===== src/rtl/domain_name_syntax_checker_defines.svh =====
// assertion macros shared by the rtl of the name syntax checker
`ifndef DOMAIN_NAME_SYNTAX_CHECKER_DEFINES_SVH
`define DOMAIN_NAME_SYNTAX_CHECKER_DEFINES_SVH

// condition must hold in the same cycle as the trigger
`define DNSC_ASSERT_NOW(label, trig, cond, msg) \
   label: assert property (@(posedge clock) disable iff (reset) (trig) |-> (cond)) \
      else $error(msg);

// condition must hold in the cycle after the trigger
`define DNSC_ASSERT_NEXT(label, trig, cond, msg) \
   label: assert property (@(posedge clock) disable iff (reset) (trig) |=> (cond)) \
      else $error(msg);

`endif


===== src/rtl/dnsc_pkg.sv =====
// types and constants of the name syntax checker
package dnsc_pkg;

   typedef enum logic [3:0] {
      PH_P0         = 4'd0,
      PH_P1         = 4'd1,
      PH_P2         = 4'd2,
      PH_P3         = 4'd3,
      PH_P4         = 4'd4,
      PH_P5         = 4'd5,
      PH_P6         = 4'd6,
      PH_P7         = 4'd7,
      PH_PREFIX_DONE = 4'd8,
      PH_IN_NAME    = 4'd9,
      PH_WANT_SLASH = 4'd10,
      PH_ESC_FIRST  = 4'd11,
      PH_ESC_SECOND = 4'd12,
      PH_ESC_THIRD  = 4'd13
   } phase_type;

   localparam int PrefixLen = 8;

   localparam logic [7:0] ROOT_PREFIX [PrefixLen] = '{
      8'h3c, 8'h6b, 8'h65, 8'h72, 8'h6e, 8'h65, 8'h6c, 8'h3e
   };

   localparam logic [7:0] CHAR_TERM      = 8'h00;
   localparam logic [7:0] CHAR_SPACE     = 8'h20;
   localparam logic [7:0] CHAR_SLASH     = 8'h2f;
   localparam logic [7:0] CHAR_BACKSLASH = 8'h5c;
   localparam logic [7:0] CHAR_ZERO      = 8'h30;
   localparam logic [7:0] CHAR_THREE     = 8'h33;
   localparam logic [7:0] CHAR_SEVEN     = 8'h37;
   localparam logic [7:0] CHAR_DEL       = 8'h7f;

   // one byte handed from the input register to the parser
   typedef struct packed {
      logic       go;
      logic [7:0] char_byte;
   } step_type;

endpackage


===== src/rtl/dnsc_parser.sv =====
// phase, escape and error state of the name parser with its next-state logic
`include "domain_name_syntax_checker_defines.svh"

module dnsc_parser
   import dnsc_pkg::*;
(
   input  logic     clock,
   input  logic     reset,
   input  step_type step,
   output logic     name_ok
);

   phase_type   phase_ff, phase_in;
   logic [4:0]  octal_ff, octal_in;
   logic        error_ff, error_in;

   phase_type   phase_cand;
   logic [4:0]  octal_cand;
   logic        step_ok;
   logic        is_term;
   logic        is_octal;
   logic [2:0]  digit;
   logic [7:0]  esc_value;
   logic [7:0]  c;

   always_ff @(posedge clock) begin
      if (reset) begin
         phase_ff <= PH_P0;
         octal_ff <= '0;
         error_ff <= 1'b0;
      end else begin
         phase_ff <= phase_in;
         octal_ff <= octal_in;
         error_ff <= error_in;
      end
   end

   always_comb begin
      c          = step.char_byte;
      is_term    = (c == CHAR_TERM);
      is_octal   = (c >= CHAR_ZERO) && (c <= CHAR_SEVEN);
      digit      = c[2:0];
      esc_value  = {octal_ff, digit};
      phase_cand = phase_ff;
      octal_cand = octal_ff;
      step_ok    = 1'b0;

      unique case (phase_ff) inside
         [PH_P0:PH_P7]: begin
            step_ok    = (c == ROOT_PREFIX[phase_ff[2:0]]);
            phase_cand = phase_type'(4'(phase_ff + 4'd1));
         end
         PH_PREFIX_DONE: begin
            step_ok    = (c == CHAR_SPACE);
            phase_cand = PH_WANT_SLASH;
         end
         PH_IN_NAME: begin
            if (c == CHAR_SPACE) begin
               step_ok    = 1'b1;
               phase_cand = PH_WANT_SLASH;
            end else if (c == CHAR_BACKSLASH) begin
               step_ok    = 1'b1;
               phase_cand = PH_ESC_FIRST;
            end else begin
               step_ok = (c > CHAR_SPACE) && (c < CHAR_DEL);
            end
         end
         PH_WANT_SLASH: begin
            step_ok    = (c == CHAR_SLASH);
            phase_cand = PH_IN_NAME;
         end
         PH_ESC_FIRST: begin
            if (c == CHAR_BACKSLASH) begin
               step_ok    = 1'b1;
               phase_cand = PH_IN_NAME;
            end else begin
               step_ok    = (c >= CHAR_ZERO) && (c <= CHAR_THREE);
               octal_cand = {3'b000, digit[1:0]};
               phase_cand = PH_ESC_SECOND;
            end
         end
         PH_ESC_SECOND: begin
            step_ok    = is_octal;
            octal_cand = {octal_ff[1:0], digit};
            phase_cand = PH_ESC_THIRD;
         end
         PH_ESC_THIRD: begin
            // escaped value must be nonzero and not printable
            step_ok    = is_octal && (esc_value != 8'd0) &&
                         !((esc_value > CHAR_SPACE) && (esc_value < CHAR_DEL));
            phase_cand = PH_IN_NAME;
         end
         default: begin
            step_ok = 1'b0;
         end
      endcase

      phase_in = phase_ff;
      octal_in = octal_ff;
      error_in = error_ff;
      name_ok  = !error_ff && ((phase_ff == PH_PREFIX_DONE) || (phase_ff == PH_IN_NAME));

      if (step.go) begin
         if (is_term) begin
            phase_in = PH_P0;
            octal_in = '0;
            error_in = 1'b0;
         end else if (!error_ff) begin
            if (step_ok) begin
               phase_in = phase_cand;
               octal_in = octal_cand;
            end else begin
               error_in = 1'b1;
            end
         end
      end
   end

   `DNSC_ASSERT_NEXT(a_term_restarts, step.go && (step.char_byte == CHAR_TERM),
      (phase_ff == PH_P0) && !error_ff && (octal_ff == 5'd0), "terminator did not restart")
   `DNSC_ASSERT_NEXT(a_error_sticky, error_ff && !(step.go && (step.char_byte == CHAR_TERM)),
      error_ff && $stable(phase_ff), "error cleared before terminator")
   `DNSC_ASSERT_NOW(a_esc_second_digits, phase_ff == PH_ESC_SECOND,
      octal_ff[4:2] == 3'b000, "first escape digit above three")

endmodule


===== config.mk =====
export PLATFORM = sky130hd
export DESIGN_NAME = dnsc_parser
export DESIGN_NICKNAME = d
export VERILOG_FILES = /design/src/rtl/dnsc_pkg.sv /design/src/rtl/dnsc_parser.sv
export VERILOG_INCLUDE_DIRS = /design/src /design/src/rtl
export SDC_FILE = /design/constraint.sdc
export NUM_CORES = 1
export LEC_CHECK = 0
export BUFFER_PORTS_ARGS = -buffer_cell sky130_fd_sc_hd__buf_2
export CORE_ASPECT_RATIO = 0.5
export CORE_MARGIN = 1
export CORE_UTILIZATION = 41
export CTS_CLUSTER_SIZE = 28
export DETAILED_ROUTE_END_ITERATION = 6
export GPL_ROUTABILITY_DRIVEN = 0
export PLACE_DENSITY = 0.65
export SYNTH_ARGS = -nofsm -noshare
export SYNTH_HDL_FRONTEND = slang
export SYNTH_SLANG_ARGS = --single-unit

===== constraint.sdc =====
create_clock -name clock -period 7.6 [get_ports clock]
set_input_delay 2.28 -clock clock [delete_from_list [all_inputs] [get_ports clock]]
set_output_delay 2.28 -clock clock [all_outputs]
set_load 0.1 [all_outputs]

==> results_dict.tcl, run 1 <==
set metrics [dict create \
    seqPwrFrac_pct 43.5 \
    cts.clk_slew.worst_paths_ps 50 \
    ys_warn_count 0 \
    ys_top_cells_by_area "dfxtp_1 18%, mux2i_1 9.2%, nand2b_1 7.5%" \
    r2r_slack_ps 4650 \
    wire_per_inst_um 14.02 \
    start_util_pct 46.02 \
    syn_nets 154 \
    slew_headroom_pct 61.46 \
    worstSetupEndpointType "output port" \
    fin_crit_ps 4166 \
    viasPerCell 5.801 \
    rows 12 \
    grt.total_usage_pct 19.19 \
    peakVddDrop_mv 0.07162 \
    dieArea_mm2 0.002868 \
    clockRootBuffer "clkbuf_8" \
    io_pins 12 \
    fill_cells 237 \
    wl_um 2537 \
    powerDensity_mw_per_mm2 102.9 \
    synthTopCellsByCount "13 x nand2b_1, 10 x dfxtp_1, 10 x mux2i_1, 10 x nor2_1, 9 x nand2_1" \
    synthArstFlopShare_pct 0 \
    power.switching_uw 28.94 \
    ys_seq_elements 10 \
    layout-drive-gt1-share_pct 13.70 \
    hold_start "octal_ff[4]" \
    p_comb_share_pct 13.4 \
    r2r.worst_path.cells 8 \
    avgSynthCellArea_um2 7.861 \
    crit_required_ps 5320 \
    period_share_pct 54.81 \
    grt_pass1_vias 882 \
    synth_edf_count 0 \
    htreeDepth 1 \
    area_delta_synth_final_pct 10.15 \
    ctsHoldBuffers 0 \
    vias 1050 \
    synth_most_common_cell "nand2b_1" \
    worstPathArrival_ps 1890 \
    grt_antenna_before_repair 0 \
    cts_tree "done" \
    clkPwrFrac_pct 43.1 \
    fin_setup_tns_ps 0 \
    final_antenna_net_count 0 \
    grt_pass1_wl_um 4105 \
    hpwl_um 1888 \
    io_buffers 11 \
    synth_flop_cell "dfxtp_1" \
    setup_viol 0 \
    finalHoldViolCount 0 \
    route.detailed.drc 0 \
    timing.rr.end "phase_ff[2]" \
    p_leak_uw 0.0005011 \
    dp_slack_ps 3292 \
    multi_input_area_um2 832.0 \
    grt_max_degree 19 \
    p_sw_share_pct 23.54 \
    criticalPathCategory "flip-flop to output port" \
    netlist_area_mm2 0.001085 \
    drv_cap 0 \
    r2r_start "phase_ff[0]" \
    skew_ps 4.082 \
    core_mm2 0.002357 \
    die_x_um 74.75 \
    first_pass_iters 4 \
    yosys.cell_types.count 44 \
    endpoint "name_ok" \
    startpoint "phase_ff[0]" \
    p_int_uw 93.98 \
    cts_resized 0 \
    cts_sinks 10 \
    ys_seq_area_share_pct 18.45 \
    outcome "finished clean" \
    crit_path_max_fanout 8 \
    cts_buffer_depth 2 \
    nNetsFinal 164 \
    syn_inst 138 \
    startpoint_type "flip-flop" \
    cts-buffers-inserted 3 \
    rsz0062_at_grt "no" \
    worstMarginPinSlew_ps 577.3 \
    seq_area_um2 200.2 \
    n_antenna_cell 0 \
    drtIter0Drc 118 \
    die_h_um 38.37 \
    post-cts-setup-buffer-count 0 \
    finalWorstSetupSlack_ps 3434 \
    hold_path.class "flip-flop to flip-flop" \
    clock_latency_ps 230 \
    grt-ovfl-total 0 \
    finalMaxSlewViolations 0 \
    fmax_ghz 0.2401 \
    synth_top_area_share_pct 18.45 \
    yosysTopAreaCell "dfxtp_1" \
]
## per-stage QoR
| stage | hold WS [ps] | cell area [um^2] | util [%] | std cells | power [uW] |
|---|---|---|---|---|---|
| global route | 523.3 | 1195 | 50.69 | 181 | 129.3 |
| floorplan | 446.2 | 1085 | - | 138 | 63.89 |
| global placement | 468.8 | 1154 | 48.94 | 178 | 70.52 |
| detailed placement | 470.3 | 1154 | 48.94 | 178 | 70.60 |
| CTS | 478.6 | 1195 | 50.69 | 181 | 123.5 |
| finish | 472.6 | 1195 | 50.69 | 181 | 122.9 |
## critical path, cell delays in order, from the launching register on
cell     delay (ps)
dfxtp_1         500
inv_1           110
ha_1            280
nor2_1          350
nor3_1          100
buf_2           310
## power by group through the flow
stage | registers (uW) | logic, uW | clock network (uW)
after floorplan | 54.2 | 9.67 | 0
after global placement | 54.4 | 16.1 | 0
after detailed placement | 54.4 | 16.2 | 0
after CTS | 53.5 | 16.3 | 53.8
after global routing | 53.4 | 18.5 | 57.5
final | 53.5 | 16.5 | 52.9
## cell usage in the layout (no fill, tap or decap), types with 2 or more instances in the layout
| cell | synthesis | final |
|---|---|---|
| or4_1 | 2 | 2 |
| nand4_1 | 3 | 3 |
| a211oi_1 | 4 | 4 |
| mux2i_1 | 10 | 10 |
| a21oi_1 | 4 | 4 |
| inv_1 | 6 | 6 |
| o21ai_0 | 5 | 5 |
| nand2b_1 | 13 | 13 |
| ha_1 | 5 | 5 |
| a21boi_0 | 2 | 2 |
| nor2b_1 | 2 | 2 |
| dfxtp_1 | 10 | 10 |
| o211ai_1 | 3 | 3 |
| a31oi_1 | 2 | 2 |
| a211o_1 | 2 | 2 |
| and3_1 | 4 | 4 |
| nand2_1 | 9 | 9 |
| xor2_1 | 2 | 2 |
| buf_2 | 0 | 11 |
| nor3_1 | 5 | 5 |
| nor2_1 | 10 | 10 |
| or3_1 | 2 | 2 |
| and3b_1 | 2 | 2 |
| nand3_1 | 6 | 6 |
| clkbuf_8 | 0 | 3 |
## routing by layer
layer  global-route usage, %  vias to the layer above  wire (um)
met5                       0                        -          0
met4                   4.717                        0          0
met3                   1.579                        0        112
met2                   28.15                       34       1050
met1                   29.50                      476       1374
li1                        -                      540          -
## worst min path at each step
stage / end / slack, ps / cells after the start
5_1_grt: octal_ff[4] / 520 / 2
4_1_cts: octal_ff[4] / 480 / 2
3_5_place_dp: octal_ff[4] / 470 / 2
2_1_floorplan: octal_ff[4] / 450 / 2
6_report: octal_ff[4] / 470 / 2
3_3_place_gp: octal_ff[4] / 470 / 2
## cell type report
type                       instances  area share, %
clock buffer                       3          3.455
timing repair buffer              11          4.607
tap                               35          3.665
inverter                           6          1.885
multi-input combinational        116          69.63
sequential                        10          16.75
## sequential cells by signal (all words and copies together), names as in the netlist
name      count
octal_ff      5
error_ff      1
phase_ff      4
## logic make-up after synthesis
logic type | synth area share [%]
AND/OR/NAND/NOR | 35.29
AO/OA/AOI/OAI | 23.41
buffers and inverters | 4.844
multiplexers | 10.61
flip-flops | 18.45
adder cells (fa/ha/maj) | 5.767
XOR/XNOR | 1.615
Note: power is estimated with default switching activity, not from simulation.
==> inputs of run 2 (changes only) <==
--- a/config.mk
+++ b/config.mk
@@ -6,6 +6,7 @@
 export SDC_FILE = /design/constraint.sdc
 export NUM_CORES = 1
 export LEC_CHECK = 0
+export ABC_AREA = 1
 export BUFFER_PORTS_ARGS = -buffer_cell sky130_fd_sc_hd__buf_2
 export CORE_ASPECT_RATIO = 0.5
 export CORE_MARGIN = 1
@@ -13,7 +14,7 @@
 export CTS_CLUSTER_SIZE = 28
 export DETAILED_ROUTE_END_ITERATION = 6
 export GPL_ROUTABILITY_DRIVEN = 0
-export PLACE_DENSITY = 0.65
+export PLACE_DENSITY = 0.67
 export SYNTH_ARGS = -nofsm -noshare
 export SYNTH_HDL_FRONTEND = slang
 export SYNTH_SLANG_ARGS = --single-unit
==> constraint.sdc (replaced) <==
create_clock -name clock -period 3.4 [get_ports clock]
set_input_delay 1.02 -clock clock [delete_from_list [all_inputs] [get_ports clock]]
set_output_delay 1.02 -clock clock [all_outputs]
set_load 0.1 [all_outputs]
==> run 2 against run 1 <==
Effect of this change:
- sequential power up 120%
- routed wire length up 21%
- clock power rose to 2.9 times the previous value
- non-clock buffer count unchanged
- count of clock-buffer cells in the layout up 1
- first-iteration DRC count down 6.8%
- register-to-register slack worse by 3400 ps
- combinational power rose to 2.7 times the previous value
- cell count up 46%
- worst hold slack better by 71 ps
- setup slack worse by 2900 ps
- largest cell class unchanged
==> results_dict.tcl, run 2 <==
set metrics [dict create \
    outcome "finished clean" \
    fin_setup_tns_ps 0 \
    vias 1335 \
    grt_max_degree 14 \
    powerDensity_mw_per_mm2 236.3 \
    drtIter0Drc 110 \
    layout_common_cells "70 x nand2_1, 32 x inv_1, 31 x nor2_1, 19 x nand3_1" \
    cts_resized 0 \
    wire_per_inst_um 11.65 \
    clock_latency_ps 240 \
    criticalPathCategory "flip-flop to output port" \
    ys_top_cells_by_area "nand2_1 21%, dfxtp_1 16%, inv_1 9.8%" \
    io_buffers 11 \
    crit_required_ps 2380 \
    largest_reg_flops 5 \
    top_regs "octal_ff x5, phase_ff x4, error_ff x1" \
    cts-buffers-inserted 3 \
    setup_viol 0 \
    multi_input_area_um2 853.3 \
    synth_edf_count 0 \
    n_antenna_cell 0 \
    cts.clk_slew.worst_paths_ps 60 \
    synth_flop_cell "dfxtp_1" \
    yosys.cell_types.count 26 \
    worstMarginPinSlew_ps 482.1 \
    ys_seq_elements 10 \
    first_pass_iters 4 \
    avgSynthCellArea_um2 5.686 \
    synthTopCellsByCount "70 x nand2_1, 32 x inv_1, 31 x nor2_1" \
    ys_seq_area_share_pct 16.38 \
    period_share_pct 84.89 \
    start_util_pct 45.00 \
    skew_ps 4.301 \
    cts_tree "done" \
    ctsHoldBuffers 0 \
    grt.total_usage_pct 20.24 \
    ys_warn_count 0 \
    dieArea_mm2 0.003217 \
    grt-ovfl-total 0 \
    cts_sinks 10 \
    seq_area_um2 200.2 \
    post-cts-setup-buffer-count 0 \
    syn_nets 231 \
    grt_pass1_vias 1030 \
    wl_um 3076 \
    rows 13 \
    yosysTopAreaCell "nand2_1" \
    grt_antenna_before_repair 0 \
    finalPower_uw 318.7 \
    syn_inst 215 \
    htreeDepth 1 \
    fill_cells 291 \
    area_delta_synth_final_pct 10.34 \
    startpoint_type "flip-flop" \
    rsz0062_at_grt "no" \
    synth_most_common_cell "nand2_1" \
    finalHoldViolCount 0 \
    top_register "octal_ff" \
    nNetsFinal 244 \
    grt_pass1_wl_um 4733 \
    final_common_cell "nand2_1" \
    hpwl_um 2483 \
    fmax_ghz 0.3465 \
    p_leak_uw 0.0006895 \
    slew_headroom_pct 68.08 \
    drv_cap 0 \
    layout-drive-gt1-share_pct 13.66 \
    final_antenna_net_count 0 \
    netlist_area_mm2 0.001222 \
    hold_path.class "flip-flop to flip-flop" \
    synth_top_area_share_pct 21.49 \
    die_h_um 40.61 \
    worstSetupEndpointType "output port" \
    crit_path_max_fanout 7 \
    viasPerCell 5.057 \
    core_mm2 0.002716 \
    finalMaxSlewViolations 0 \
    peakVddDrop_mv 0.1519 \
    clockRootBuffer "clkbuf_8" \
    io_pins 12 \
    fin_crit_ps 2886 \
    worstPathArrival_ps 1870 \
    route.detailed.drc 0 \
    cts_buffer_depth 2 \
    synthArstFlopShare_pct 0 \
    die_x_um 79.22 \
]
## run 2: path summary, 6_finish.rpt
path	from	to	slack (ps)	depth (start not counted)
worst max register to register	phase_ff[0]	octal_ff[4]	1260	14
worst max-delay path	phase_ff[0]	name_ok	510	7
worst min register to register	octal_ff[2]	octal_ff[2]	540	4
worst min-delay path	octal_ff[2]	octal_ff[2]	540	4
## run 2: kinds of logic after synthesis
group	count (synthesis)	synth area share, %
buffers and inverters	38	13.82
xor gates and xnor gates	1	0.7166
and+or+nand+nor	144	55.37
adders and majority gates	5	5.118
AOI/OAI and AO/OA	17	8.597
DFF	10	16.38
## run 2: power breakdown
| part | total, uW | internal (uW) | switching, uW |
|---|---|---|---|
| combinational | 44.1 | 14.0 | 30.1 |
| sequential | 120 | 118 | 1.28 |
| clock | 155 | 102 | 52.9 |
## run 2: area by class of cell
class / count / area share (%)
clock buffers: 4 / 4.082
flip-flops and latches: 10 / 14.84
well taps: 37 / 3.432
inverters: 35 / 10.30
multi-input cells: 167 / 63.27
repair buffers: 11 / 4.082
## run 2: per-layer routing
layer	part of all wire (%)	track usage (%)	vias to the layer above
met1	52	29.34	570
li1	-	-	710
met5	0	0	-
met3	10	6.000	5
met4	0.98	5.455	0
met2	37	28.66	50
## run 2: worst max-delay path, cell delays in order, from the launching register on
cell,delay (ps)
dfxtp_1,370
inv_1,140
ha_1,200
inv_1,80
nor2_1,220
nor2_1,100
nor2_1,100
buf_2,430
## run 2: per-stage QoR
stage | setup WS [ps] | util [%] | std cells | hold slack, ps | area (um^2)
2_1_floorplan | 213.5 | - | 215 | 492.0 | 1222
3_3_place_gp | 811.1 | 47.63 | 260 | 527.7 | 1294
3_5_place_dp | 817.5 | 47.63 | 260 | 537.3 | 1294
4_1_cts | 546.0 | 49.65 | 264 | 546.1 | 1349
5_1_grt | 390.9 | 49.65 | 264 | 587.4 | 1349
6_report | 513.6 | 49.65 | 264 | 543.6 | 1349
==> inputs of run 3 (changes only) <==
==> constraint.sdc (replaced) <==
create_clock -name clock -period 2.45 [get_ports clock]
set_input_delay 0.735 -clock clock [delete_from_list [all_inputs] [get_ports clock]]
set_output_delay 0.735 -clock clock [all_outputs]
set_load 0.1 [all_outputs]
==> run 3 against run 2 <==
Effect of this change:
- routed wire length is 0.88% higher
- non-clock buffer count stayed put
- register-to-register slack worse by 910 ps
- setup slack worse by 380 ps
- flip-flop and latch count stayed put
- first-iteration DRC count is 8.2% higher
- largest cell class unchanged
- design area is 1.8% higher
- utilization is 0.88 points higher
- worst hold slack worse by 5.6 ps
- clock skew is 1.9 ps higher
- highest routed layer unchanged
==> results_dict.tcl, run 3 (synthesized netlist as in run 2, its figures left out) <==
set metrics [dict create \
    whs_ps 538.0 \
    rsz0062_at_grt "no" \
    cts.clk_slew.worst_paths_ps 50 \
    htreeDepth 1 \
    worstSetupEndpointType "output port" \
    viasPerCell 5.049 \
    fin_setup_tns_ps 0 \
    layout-drive-gt1-share_pct 15.42 \
    criticalPathCategory "flip-flop to output port" \
    drtIter0Drc 119 \
    rows 13 \
    multi_input_area_um2 860.8 \
    finalHoldViolCount 0 \
    crit_required_ps 1710 \
    vias 1333 \
    top_register "octal_ff" \
    io_pins 12 \
    fill_cells 288 \
    top_regs "octal_ff x5, phase_ff x4, error_ff x1" \
    clock_latency_ps 240 \
    p_leak_uw 0.0006910 \
    start_util_pct 45.00 \
    drv_cap 0 \
    die_x_um 79.22 \
    skew_ps 6.195 \
    route.detailed.drc 0 \
    grt_max_degree 14 \
    worstPathArrival_ps 1580 \
    grt.total_usage_pct 20.97 \
    post-cts-setup-buffer-count 0 \
    finalMaxSlewViolations 0 \
    wire_per_inst_um 11.75 \
    final_antenna_net_count 0 \
    startpoint_type "flip-flop" \
    io_buffers 11 \
    wl_um 3103 \
    grt_antenna_before_repair 0 \
    area_delta_synth_final_pct 12.28 \
    hpwl_um 2464 \
    cts_tree "done" \
    worstMarginPinSlew_ps 464.5 \
    setup_viol 0 \
    cts-buffers-inserted 3 \
    final_util_pct 50.53 \
    outcome "finished clean" \
    peakVddDrop_mv 0.2021 \
    nNetsFinal 244 \
    dieArea_mm2 0.003217 \
    powerDensity_mw_per_mm2 319.6 \
    ctsHoldBuffers 0 \
    fmax_ghz 0.4319 \
    cts_sinks 10 \
    grt_pass1_wl_um 4912 \
    finalPower_uw 438.7 \
    die_h_um 40.61 \
    seq_area_um2 201.4 \
    layout_common_cells "70 x nand2_1, 32 x inv_1, 28 x nor2_1, 19 x nand3_1, 11 x nand4_1" \
    fin_crit_ps 2315 \
    period_share_pct 94.50 \
    slew_headroom_pct 68.99 \
    first_pass_iters 5 \
    crit_path_max_fanout 5 \
    grt_pass1_vias 994 \
    largest_reg_flops 5 \
    core_mm2 0.002716 \
    final_common_cell "nand2_1" \
    cts_buffer_depth 2 \
    grt-ovfl-total 0 \
    hold_path.class "flip-flop to flip-flop" \
    clockRootBuffer "clkbuf_8" \
    n_antenna_cell 0 \
]
[run 3: worst max-delay path: stages, from the launching register on]
cell	delay, ps
dfxtp_1	340
inv_1	130
ha_1	200
inv_1	90
nor2_2	170
nor2_1	90
nor2_2	140
buf_12	190
[run 3: layout make-up]
cell class / count / area share, %
inverters: 35 / 10.12
repair buffers: 11 / 5.105
well taps: 37 / 3.373
multi-input cells: 167 / 62.72
clock buffers: 4 / 4.011
flip-flops and latches: 10 / 14.68
[run 3: timing repair]
item | CTS | global route
setup endpoints to repair | 0 | 1
hold endpoints to repair | 0 | 0
gates resized for setup | 0 | 3
[run 3: per-stage QoR]
| step | std cells | setup WS, ps | cell area, um^2 |
|---|---|---|---|
| after floorplan | 215 | 5.451 | 1225 |
| after global placement | 260 | 165.1 | 1311 |
| after detailed placement | 260 | 157.4 | 1311 |
| after CTS | 264 | 84.08 | 1366 |
| after global routing | 264 | 27.60 | 1373 |
| final | 264 | 134.8 | 1373 |
[run 3: routing by layer]
layer | routed length [um] | track usage (%) | vias to the layer above | part of all wire [%]
met5 | 0 | 0 | - | 0
met4 | 23 | 5.455 | 0 | 0.74
met3 | 203 | 4.000 | 5 | 6.5
met2 | 1138 | 26.08 | 33 | 37
met1 | 1738 | 33.94 | 586 | 56
li1 | - | - | 709 | -
[run 3: power breakdown]
part	switching (uW)	internal [uW]	total (uW)
sequential	2.04	164	166
clock	68.8	142	210
combinational	42.3	19.6	61.9
[run 3: final timing paths]
kind,depth (start not counted),slack [ps],from,endpoint
worst min-delay path,4,540,octal_ff[4],octal_ff[4]
worst max-delay path,7,130,phase_ff[1],name_ok
worst max register to register,14,350,phase_ff[1],octal_ff[3]
worst min register to register,4,540,octal_ff[4],octal_ff[4]
